==> config.mk <==
export PLATFORM = sky130hd
export DESIGN_NAME = dark_pixel_point_snap
export DESIGN_NICKNAME = d
export VERILOG_FILES = /design/src/hdl/dpps_pkg.sv /design/src/hdl/dark_pixel_point_snap.sv /design/src/hdl/dpps_mask.sv /design/src/hdl/dpps_cell.sv
export SDC_FILE = /design/constraint.sdc
export NUM_CORES = 2
export LEC_CHECK = 0
export BUFFER_PORTS_ARGS = -buffer_cell sky130_fd_sc_hd__clkbuf_2
export CORE_MARGIN = 2
export CORE_UTILIZATION = 30
export CTS_CLUSTER_DIAMETER = 80
export CTS_CLUSTER_SIZE = 30
export DETAILED_ROUTE_END_ITERATION = 7
export PLACE_DENSITY = 0.53
export SYNTH_ARGS = -nofsm -noshare
export SYNTH_HDL_FRONTEND = slang
export SYNTH_SLANG_ARGS = --single-unit
==> constraint.sdc <==
create_clock -name clock -period 13.2 [get_ports clock]
set_input_delay 0.66 -clock clock [delete_from_list [all_inputs] [get_ports clock]]
set_output_delay 0.66 -clock clock [all_outputs]
set_load 0.1 [all_outputs]
==> src/hdl/dpps_pkg.sv <==
`timescale 1ns / 1ps
// ----------------------------------------------------------------------------
// dpps_pkg
// shared types and constants for the dark pixel point snap block
// ----------------------------------------------------------------------------
package dpps_pkg;

   localparam int NUM_OFFSETS = 24;
   localparam int WIN_SIDE    = 7;
   localparam int WIN_CENTER  = 3;
   localparam int WIN_BITS    = WIN_SIDE * WIN_SIDE;
   localparam int IDX_BITS    = $clog2(NUM_OFFSETS);
   localparam int CNT_BITS    = 4;
   localparam int SIZE_BITS   = 13;
   localparam int OUT_BITS    = 12;
   localparam int CSR_ADDR_BITS = 2;

   localparam logic [SIZE_BITS-1:0] WIDTH_RESET  = 13'd640;
   localparam logic [SIZE_BITS-1:0] HEIGHT_RESET = 13'd480;

   typedef logic signed [2:0] off_type;

   typedef enum logic [CSR_ADDR_BITS-1:0] {
      REG_IMAGE_WIDTH  = 2'd0,
      REG_IMAGE_HEIGHT = 2'd1
   } csr_index_type;

   // candidate offsets, nondecreasing manhattan distance
   localparam off_type OFF_DX [0:NUM_OFFSETS-1] = '{
       3'sd0,  3'sd1,  3'sd0, -3'sd1,
       3'sd1,  3'sd1, -3'sd1, -3'sd1,
       3'sd0,  3'sd2,  3'sd0, -3'sd2,
       3'sd1,  3'sd2,  3'sd2,  3'sd1,
      -3'sd1, -3'sd2, -3'sd2, -3'sd1,
       3'sd2,  3'sd2, -3'sd2, -3'sd2
   };

   localparam off_type OFF_DY [0:NUM_OFFSETS-1] = '{
      -3'sd1,  3'sd0,  3'sd1,  3'sd0,
      -3'sd1,  3'sd1,  3'sd1, -3'sd1,
      -3'sd2,  3'sd0,  3'sd2,  3'sd0,
      -3'sd2, -3'sd1,  3'sd1,  3'sd2,
       3'sd2,  3'sd1, -3'sd1, -3'sd2,
      -3'sd2,  3'sd2,  3'sd2, -3'sd2
   };

   // best-so-far record that travels along the cell row
   typedef struct packed {
      logic                valid;
      logic [WIN_BITS-1:0] win;
      logic [CNT_BITS-1:0] cnt;
      logic [IDX_BITS-1:0] idx;
   } track_type;

endpackage

==> src/hdl/dark_pixel_point_snap.sv <==
`timescale 1ns / 1ps
// pipeline: an accepted transaction passes through one masking stage, 24 offset cells
//   and one output register before its result strobe
// throughput: one transaction per cycle, busy stays low once out of reset
// reset: synchronous; clears all valid bits, loads 640 x 480, busy high during reset
// the receiver cannot stall the result strobe
// ----------------------------------------------------------------------------
// dark_pixel_point_snap
// snaps a keypoint onto the best-supported nearby black pixel
// ----------------------------------------------------------------------------
module dark_pixel_point_snap #(
   parameter int COORD_BITS = 12
) (
   input  logic                                   clock,
   input  logic                                   reset,
   input  logic                                   start,
   output logic                                   busy,
   input  logic [COORD_BITS-1:0]                  req_key_x,
   input  logic [COORD_BITS-1:0]                  req_key_y,
   input  logic [dpps_pkg::WIN_BITS-1:0]          req_window_black,
   output logic                                   rsp_valid,
   output logic                                   rsp_found,
   output logic [dpps_pkg::OUT_BITS-1:0]          rsp_snapped_x,
   output logic [dpps_pkg::OUT_BITS-1:0]          rsp_snapped_y,
   output logic [dpps_pkg::CNT_BITS-1:0]          rsp_black_count,
   input  logic                                   csr_valid,
   output logic                                   csr_ready,
   input  logic [dpps_pkg::CSR_ADDR_BITS-1:0]     csr_index,
   input  logic [dpps_pkg::SIZE_BITS-1:0]         csr_wdata
);

   localparam int PIPE_DEPTH = dpps_pkg::NUM_OFFSETS + 2;

   logic                            accept;
   logic                            busy_ff;
   logic [dpps_pkg::SIZE_BITS-1:0]  width_ff, width_in;
   logic [dpps_pkg::SIZE_BITS-1:0]  height_ff, height_in;

   dpps_pkg::track_type             chain [0:dpps_pkg::NUM_OFFSETS];
   logic [COORD_BITS-1:0]           kx_chain [0:dpps_pkg::NUM_OFFSETS];
   logic [COORD_BITS-1:0]           ky_chain [0:dpps_pkg::NUM_OFFSETS];

   dpps_pkg::track_type             last;
   logic                            hit;
   logic [COORD_BITS-1:0]           snap_x, snap_y;

   logic                            out_valid_ff;
   logic                            out_found_ff, out_found_in;
   logic [dpps_pkg::OUT_BITS-1:0]   out_x_ff, out_x_in;
   logic [dpps_pkg::OUT_BITS-1:0]   out_y_ff, out_y_in;
   logic [dpps_pkg::CNT_BITS-1:0]   out_cnt_ff, out_cnt_in;

   assign accept    = start && !busy_ff;
   assign busy      = busy_ff;
   assign csr_ready = !busy_ff;

   always_ff @(posedge clock) begin
      if (reset) begin
         busy_ff <= 1'b1;
      end else begin
         busy_ff <= 1'b0;
      end
   end

   // configuration registers
   always_comb begin
      width_in  = width_ff;
      height_in = height_ff;
      if (csr_valid && csr_ready) begin
         unique case (csr_index)
            dpps_pkg::REG_IMAGE_WIDTH:  width_in  = csr_wdata;
            dpps_pkg::REG_IMAGE_HEIGHT: height_in = csr_wdata;
            default: ;
         endcase
      end
   end

   always_ff @(posedge clock) begin
      if (reset) begin
         width_ff  <= dpps_pkg::WIDTH_RESET;
         height_ff <= dpps_pkg::HEIGHT_RESET;
      end else begin
         width_ff  <= width_in;
         height_ff <= height_in;
      end
   end

   dpps_mask #(
      .COORD_BITS (COORD_BITS)
   ) u_mask (
      .clock        (clock),
      .reset        (reset),
      .accept       (accept),
      .key_x        (req_key_x),
      .key_y        (req_key_y),
      .window_black (req_window_black),
      .image_width  (width_ff),
      .image_height (height_ff),
      .track_out    (chain[0]),
      .key_x_out    (kx_chain[0]),
      .key_y_out    (ky_chain[0])
   );

   genvar k;
   generate
      for (k = 0; k < dpps_pkg::NUM_OFFSETS; k++) begin : g_cell
         dpps_cell #(
            .COORD_BITS (COORD_BITS),
            .CELL_IDX   (k)
         ) u_cell (
            .clock     (clock),
            .reset     (reset),
            .track_in  (chain[k]),
            .key_x_in  (kx_chain[k]),
            .key_y_in  (ky_chain[k]),
            .track_out (chain[k+1]),
            .key_x_out (kx_chain[k+1]),
            .key_y_out (ky_chain[k+1])
         );
      end
   endgenerate

   // output stage
   always_comb begin
      last   = chain[dpps_pkg::NUM_OFFSETS];
      hit    = (last.cnt != '0);
      snap_x = kx_chain[dpps_pkg::NUM_OFFSETS]
               + COORD_BITS'(dpps_pkg::OFF_DX[last.idx]);
      snap_y = ky_chain[dpps_pkg::NUM_OFFSETS]
               + COORD_BITS'(dpps_pkg::OFF_DY[last.idx]);
      out_found_in = hit;
      out_x_in     = hit ? dpps_pkg::OUT_BITS'(snap_x) : '0;
      out_y_in     = hit ? dpps_pkg::OUT_BITS'(snap_y) : '0;
      out_cnt_in   = last.cnt;
   end

   always_ff @(posedge clock) begin
      if (reset) begin
         out_valid_ff <= 1'b0;
      end else begin
         out_valid_ff <= last.valid;
      end
   end

   always_ff @(posedge clock) begin
      out_found_ff <= out_found_in;
      out_x_ff     <= out_x_in;
      out_y_ff     <= out_y_in;
      out_cnt_ff   <= out_cnt_in;
   end

   assign rsp_valid       = out_valid_ff;
   assign rsp_found       = out_found_ff;
   assign rsp_snapped_x   = out_x_ff;
   assign rsp_snapped_y   = out_y_ff;
   assign rsp_black_count = out_cnt_ff;

   // every strobe traces back to an accepted transaction
   a_strobe_origin: assert property (@(posedge clock) disable iff (reset)
      rsp_valid |-> $past(accept, PIPE_DEPTH))
      else $error("result strobe without matching transaction");

   // not found means an all-zero result
   a_not_found_zero: assert property (@(posedge clock) disable iff (reset)
      (rsp_valid && !rsp_found) |->
         (rsp_snapped_x == '0 && rsp_snapped_y == '0 && rsp_black_count == '0))
      else $error("not-found result carries data");

   // a found candidate counts at least itself and never more than its block
   a_count_range: assert property (@(posedge clock) disable iff (reset)
      (rsp_valid && rsp_found) |->
         (rsp_black_count != '0 && rsp_black_count <= dpps_pkg::CNT_BITS'(9)))
      else $error("black count out of range");

   // no transaction is taken while busy
   a_no_busy_accept: assert property (@(posedge clock)
      busy |-> !accept)
      else $error("transaction accepted while busy");

endmodule

==> src/hdl/dpps_mask.sv <==
`timescale 1ns / 1ps
// ----------------------------------------------------------------------------
// dpps_mask
// registers a transaction and clears window pixels that fall outside the image
// ----------------------------------------------------------------------------
module dpps_mask #(
   parameter int COORD_BITS = 12
) (
   input  logic                                clock,
   input  logic                                reset,
   input  logic                                accept,
   input  logic [COORD_BITS-1:0]               key_x,
   input  logic [COORD_BITS-1:0]               key_y,
   input  logic [dpps_pkg::WIN_BITS-1:0]       window_black,
   input  logic [dpps_pkg::SIZE_BITS-1:0]      image_width,
   input  logic [dpps_pkg::SIZE_BITS-1:0]      image_height,
   output dpps_pkg::track_type                 track_out,
   output logic [COORD_BITS-1:0]               key_x_out,
   output logic [COORD_BITS-1:0]               key_y_out
);

   localparam int CMP_BITS =
      ((COORD_BITS > dpps_pkg::SIZE_BITS) ? COORD_BITS : dpps_pkg::SIZE_BITS) + 2;

   logic [dpps_pkg::WIN_SIDE-1:0] col_ok;
   logic [dpps_pkg::WIN_SIDE-1:0] row_ok;
   logic [dpps_pkg::WIN_BITS-1:0] masked;

   logic                          valid_ff, valid_in;
   logic [dpps_pkg::WIN_BITS-1:0] win_ff;
   logic [COORD_BITS-1:0]         kx_ff, ky_ff;

   genvar d, r, c;
   generate
      for (d = 0; d < dpps_pkg::WIN_SIDE; d++) begin : g_bound
         logic signed [CMP_BITS-1:0] px, py, wd, ht;
         assign px = $signed(CMP_BITS'(key_x)) + CMP_BITS'(d - dpps_pkg::WIN_CENTER);
         assign py = $signed(CMP_BITS'(key_y)) + CMP_BITS'(d - dpps_pkg::WIN_CENTER);
         assign wd = $signed(CMP_BITS'(image_width));
         assign ht = $signed(CMP_BITS'(image_height));
         assign col_ok[d] = !px[CMP_BITS-1] && (px < wd);
         assign row_ok[d] = !py[CMP_BITS-1] && (py < ht);
      end
      for (r = 0; r < dpps_pkg::WIN_SIDE; r++) begin : g_row
         for (c = 0; c < dpps_pkg::WIN_SIDE; c++) begin : g_col
            assign masked[r*dpps_pkg::WIN_SIDE + c] =
               window_black[r*dpps_pkg::WIN_SIDE + c] & row_ok[r] & col_ok[c];
         end
      end
   endgenerate

   assign valid_in = accept;

   always_ff @(posedge clock) begin
      if (reset) begin
         valid_ff <= 1'b0;
      end else begin
         valid_ff <= valid_in;
      end
   end

   always_ff @(posedge clock) begin
      if (accept) begin
         win_ff <= masked;
         kx_ff  <= key_x;
         ky_ff  <= key_y;
      end
   end

   always_comb begin
      track_out.valid = valid_ff;
      track_out.win   = win_ff;
      track_out.cnt   = '0;
      track_out.idx   = '0;
   end

   assign key_x_out = kx_ff;
   assign key_y_out = ky_ff;

endmodule

==> src/hdl/dpps_cell.sv <==
`timescale 1ns / 1ps
// ----------------------------------------------------------------------------
// dpps_cell
// one candidate offset: scores its 3x3 block and updates the best record
// ----------------------------------------------------------------------------
module dpps_cell #(
   parameter int COORD_BITS = 12,
   parameter int CELL_IDX   = 0
) (
   input  logic                  clock,
   input  logic                  reset,
   input  dpps_pkg::track_type   track_in,
   input  logic [COORD_BITS-1:0] key_x_in,
   input  logic [COORD_BITS-1:0] key_y_in,
   output dpps_pkg::track_type   track_out,
   output logic [COORD_BITS-1:0] key_x_out,
   output logic [COORD_BITS-1:0] key_y_out
);

   localparam int DX   = int'(dpps_pkg::OFF_DX[CELL_IDX]);
   localparam int DY   = int'(dpps_pkg::OFF_DY[CELL_IDX]);
   localparam int CBIT = (DY + dpps_pkg::WIN_CENTER) * dpps_pkg::WIN_SIDE
                         + DX + dpps_pkg::WIN_CENTER;

   logic [8:0]                    nbr;
   logic [dpps_pkg::CNT_BITS-1:0] score;
   logic                          take;

   logic                          valid_ff, valid_in;
   dpps_pkg::track_type           pay_ff, pay_in;
   logic [COORD_BITS-1:0]         kx_ff, ky_ff;

   genvar ay, ax;
   generate
      for (ay = 0; ay < 3; ay++) begin : g_ny
         for (ax = 0; ax < 3; ax++) begin : g_nx
            assign nbr[ay*3 + ax] = track_in.win[
               (DY + ay - 1 + dpps_pkg::WIN_CENTER) * dpps_pkg::WIN_SIDE
               + DX + ax - 1 + dpps_pkg::WIN_CENTER];
         end
      end
   endgenerate

   always_comb begin
      score = '0;
      for (int i = 0; i < 9; i++) begin
         score = score + dpps_pkg::CNT_BITS'(nbr[i]);
      end
      // strictly larger wins, so ties keep the earlier offset
      take = track_in.win[CBIT] && (score > track_in.cnt);
      pay_in = track_in;
      if (take) begin
         pay_in.cnt = score;
         pay_in.idx = dpps_pkg::IDX_BITS'(CELL_IDX);
      end
      valid_in = track_in.valid;
   end

   always_ff @(posedge clock) begin
      if (reset) begin
         valid_ff <= 1'b0;
      end else begin
         valid_ff <= valid_in;
      end
   end

   always_ff @(posedge clock) begin
      pay_ff <= pay_in;
      kx_ff  <= key_x_in;
      ky_ff  <= key_y_in;
   end

   always_comb begin
      track_out       = pay_ff;
      track_out.valid = valid_ff;
   end

   assign key_x_out = kx_ff;
   assign key_y_out = ky_ff;

endmodule

==> impl_metrics.toml <==
[drt]
initialDrtViolationCount = 1177
first_pass_iters = 6
wl_met2_mm = 42.5
wl_mm = 89.1
topRoutingLayerUsed = "met5"
met1_length_mm = 39.7
via_count = 26600
drc = 0
wire_per_inst_um = 12.8
via_per_inst = 3.81
ant_nets = 0
wl_met3_mm = 3.78

[yosys]
synth_top_cell_by_area = "dfxtp_1"
yosys.area.top_type_share_pct = 65.1
synth_top_family_by_area = "adder cells"
netlist_area_um2 = 56100
synthSimpleGateAreaFrac_pct = 5.71
ys_ff_latch = 1898
synth_edf_count = 73
synth_most_common_cell = "dfxtp_1"
async_flop_share_pct = 0
muxShareOfSynthArea_pct = 0.952
synth.distinct_cells = 58
synth_ff_type = "dfxtp_1"
synth_nets = 4906
ys.warnings.count = 0
avgSynthCellArea_um2 = 13.1
synth_commonest_cells = "dfxtp_1 (1825), inv_1 (521), ha_1 (424)"
synthAdderAreaFrac_pct = 13.8
synth_compound_area_share_pct = 4.26
postSynthCellCount = 4268
synth_xor_area_share_pct = 2.33
yosysSeqAreaShare_pct = 69.0
yosys-top-cells-area = "dfxtp_1 (65%), ha_1 (9.5%), fa_1 (4.4%)"

[timing]
period_needed_ns = 4.61
slew_headroom_pct = 33.9
fmax_mhz = 217
worstMarginPinSlew_ns = 0.991
finClkSkew_ns = 0.0398
slew_viol_final = 0
timing.setup.tns_ns = 0
grt_setup_unrepaired = "false"
period_share_pct = 34.9
fin_hold_ws_ns = 0.159
setup_viol = 0
finalHoldViolCount = 0
fin_ws_ns = 8.59

[worst_setup_path]
path_cells = "ha_1, inv_1, fa_1, fa_1, fa_1, inv_1, ha_1, inv_1, fa_1, inv_1, ha_1, nor2b_1, o21a_1, o21ai_0, a21oi_1, mux2_2"
crit_type = "flip-flop to flip-flop"
path_max_fanout = 12
arrival_ns = 5.22
cp_data_required_time_ns = 13.81
max_stage_delay_ns = 0.64
end_kind = "flip-flop"
cp-start-kind = "flip-flop"
cp_slowest_cell = "a21oi_1"
r2r_slack_ns = 8.59

[clocking]
clock_sinks = 1898
clock_latency_ns = 0.73
cts_setup_buffers = 0
clk_pin_slew_ns = 0.10
cts_buffer_depth = 3
root_buffer = "clkbuf_16"
cts_made_buffers = 89
cts_resized = 0
htreeDepth = 3
cts_tree = "built"
postCtsHoldBufs = 0

[layout]
fin_area_um2 = 62800
stdcell_count = 6971
fillers = 18200
area.growth.synth_to_final_pct = 11.9
utilization_pct = 33.8
multi_input_area_um2 = 15200
seq_area_um2 = 38700
fin_nets = 5071
drive_gt1_share_pct = 8.38

[power_and_ir_drop]
p_leak_nw = 27.5
comb_power_share_pct = 20.7
clockPowerShare_pct = 26.7
power.internal_mw = 8.73
power.total_mw = 12.3
swShare_pct = 29.2
pwr_density_cell_nw_per_um2 = 196
seqPwrFrac_pct = 52.6
max-vdd-ir-drop_mv = 0.162
power_switching_mw = 3.59

[global_routing]
antenna_found_initial = 17
grt_pass1_wl_mm = 144
grt_pass1_vias = 27000
grt_max_degree = 54
overflow = 0
grt_usage_pct = 9.46

[placed_design]
gp_congestion = 0.804
io_buffers = 123
pre_cts_slack_ns = 8.58
hpwl_mm = 63.9
dpl.cell_count = 6822
place_area_um2 = 59700

[floorplanning]
die_w_um = 436
dieArea_um2 = 191000
pin_count = 124
rows = 158
floorplan.initialDensity_pct = 30.2
chipHeight_um = 436
core_area_um2 = 186000

[flow_run]
maxCapViolations = 0

[hold_path]
hp-class = "input port to flip-flop"

[run_status]
outcome = "completed"
power by group through the flow:
stage          Clock, mW  Combinational (mW)  Sequential (mW)
4_1_cts             3.46                2.60             6.50
2_1_floorplan          0                1.71             6.88
3_5_place_dp           0                2.58             6.63
6_report            3.29                2.55             6.48
5_1_grt             3.67                2.91             6.55
3_3_place_gp           0                2.51             6.63
routing by layer:
metal | track usage [%] | vias to the layer above
met2 | 16.3 | 340
met5 | 0 | -
met4 | 3.56 | 12
met3 | 2.16 | 180
li1 | - | 13900
met1 | 11.5 | 12100
critical path, delay by kind of cell (launching register included):
family | cells | cell delay [ns]
and+or+nand+nor | 1 | 0.15
adders and majority gates | 7 | 2.55
AOI/OAI and AO/OA | 3 | 0.83
muxes | 1 | 0.42
DFF | 1 | 0.33
buffers and inverters | 4 | 0.23
placed cells by master, fill, tap and decap left out, types with 8 or more instances in the layout:
master,Yosys,final
o21bai_1,21,21
a21o_1,26,26
inv_1,521,521
xnor2_1,62,62
a21oi_1,161,161
mux2i_1,14,13
nor2b_1,94,93
clkinv_16,0,8
edfxtp_1,73,73
nor3_1,26,25
and3_1,55,55
mux2_2,31,31
o21a_1,18,18
o21ai_0,108,108
nand2_1,176,176
dfxtp_1,1825,1825
fa_1,122,122
clkbuf_2,0,123
nand4_1,31,31
ha_1,424,424
buf_4,1,12
xor2_1,87,87
clkbuf_16,0,91
clkbuf_1,46,11
o22ai_1,10,10
nand3_1,48,48
nor2_1,133,133
a211oi_1,16,15
or2_2,49,49
nand2b_1,9,9
area by class of cell:
cell class	instances	share of cell area, %
inverter	521	3.11
multi-input combinational	1788	24.3
antenna	2	0.00797
clock buffer	103	3.71
tap	2480	4.94
clock inverter	44	1.18
timing repair buffer	135	1.12
sequential	1898	61.7
registers in the layout, summed over array words and instances, names as in the netlist:
signal and cells:
rsp_black_count 4, busy 1, g_cell.u_cell.key_y_out 288, u_mask.key_y_out 12, g_cell.u_cell.track_out 1167, width_ff 13
rsp_snapped_y 12, g_cell.u_cell.key_x_out 288, rsp_valid 1, height_ff 13, u_mask.valid_ff 1, g_cell.u_cell.valid_ff 24
u_mask.win_ff 49, rsp_snapped_x 12, u_mask.key_x_out 12, rsp_found 1
final timing paths:
kind | from | to | cells after the start
max | g_cell[15].u_cell.track_out[38] | g_cell[16].u_cell.track_out[5] | 16
min | csr_wdata[7] | width_ff[7] | 2
max reg2reg | g_cell[15].u_cell.track_out[38] | g_cell[16].u_cell.track_out[5] | 16
min reg2reg | g_cell[19].u_cell.key_x_out[1] | g_cell[20].u_cell.key_x_out[1] | 0
logic make-up after synthesis:
family	after synthesis
mux	47
fa+ha+maj	546
flops	1898
xor+xnor	149
compound gates	400
simple gates	646
buf+inv	582
Power figures use the tool's default switching activity.
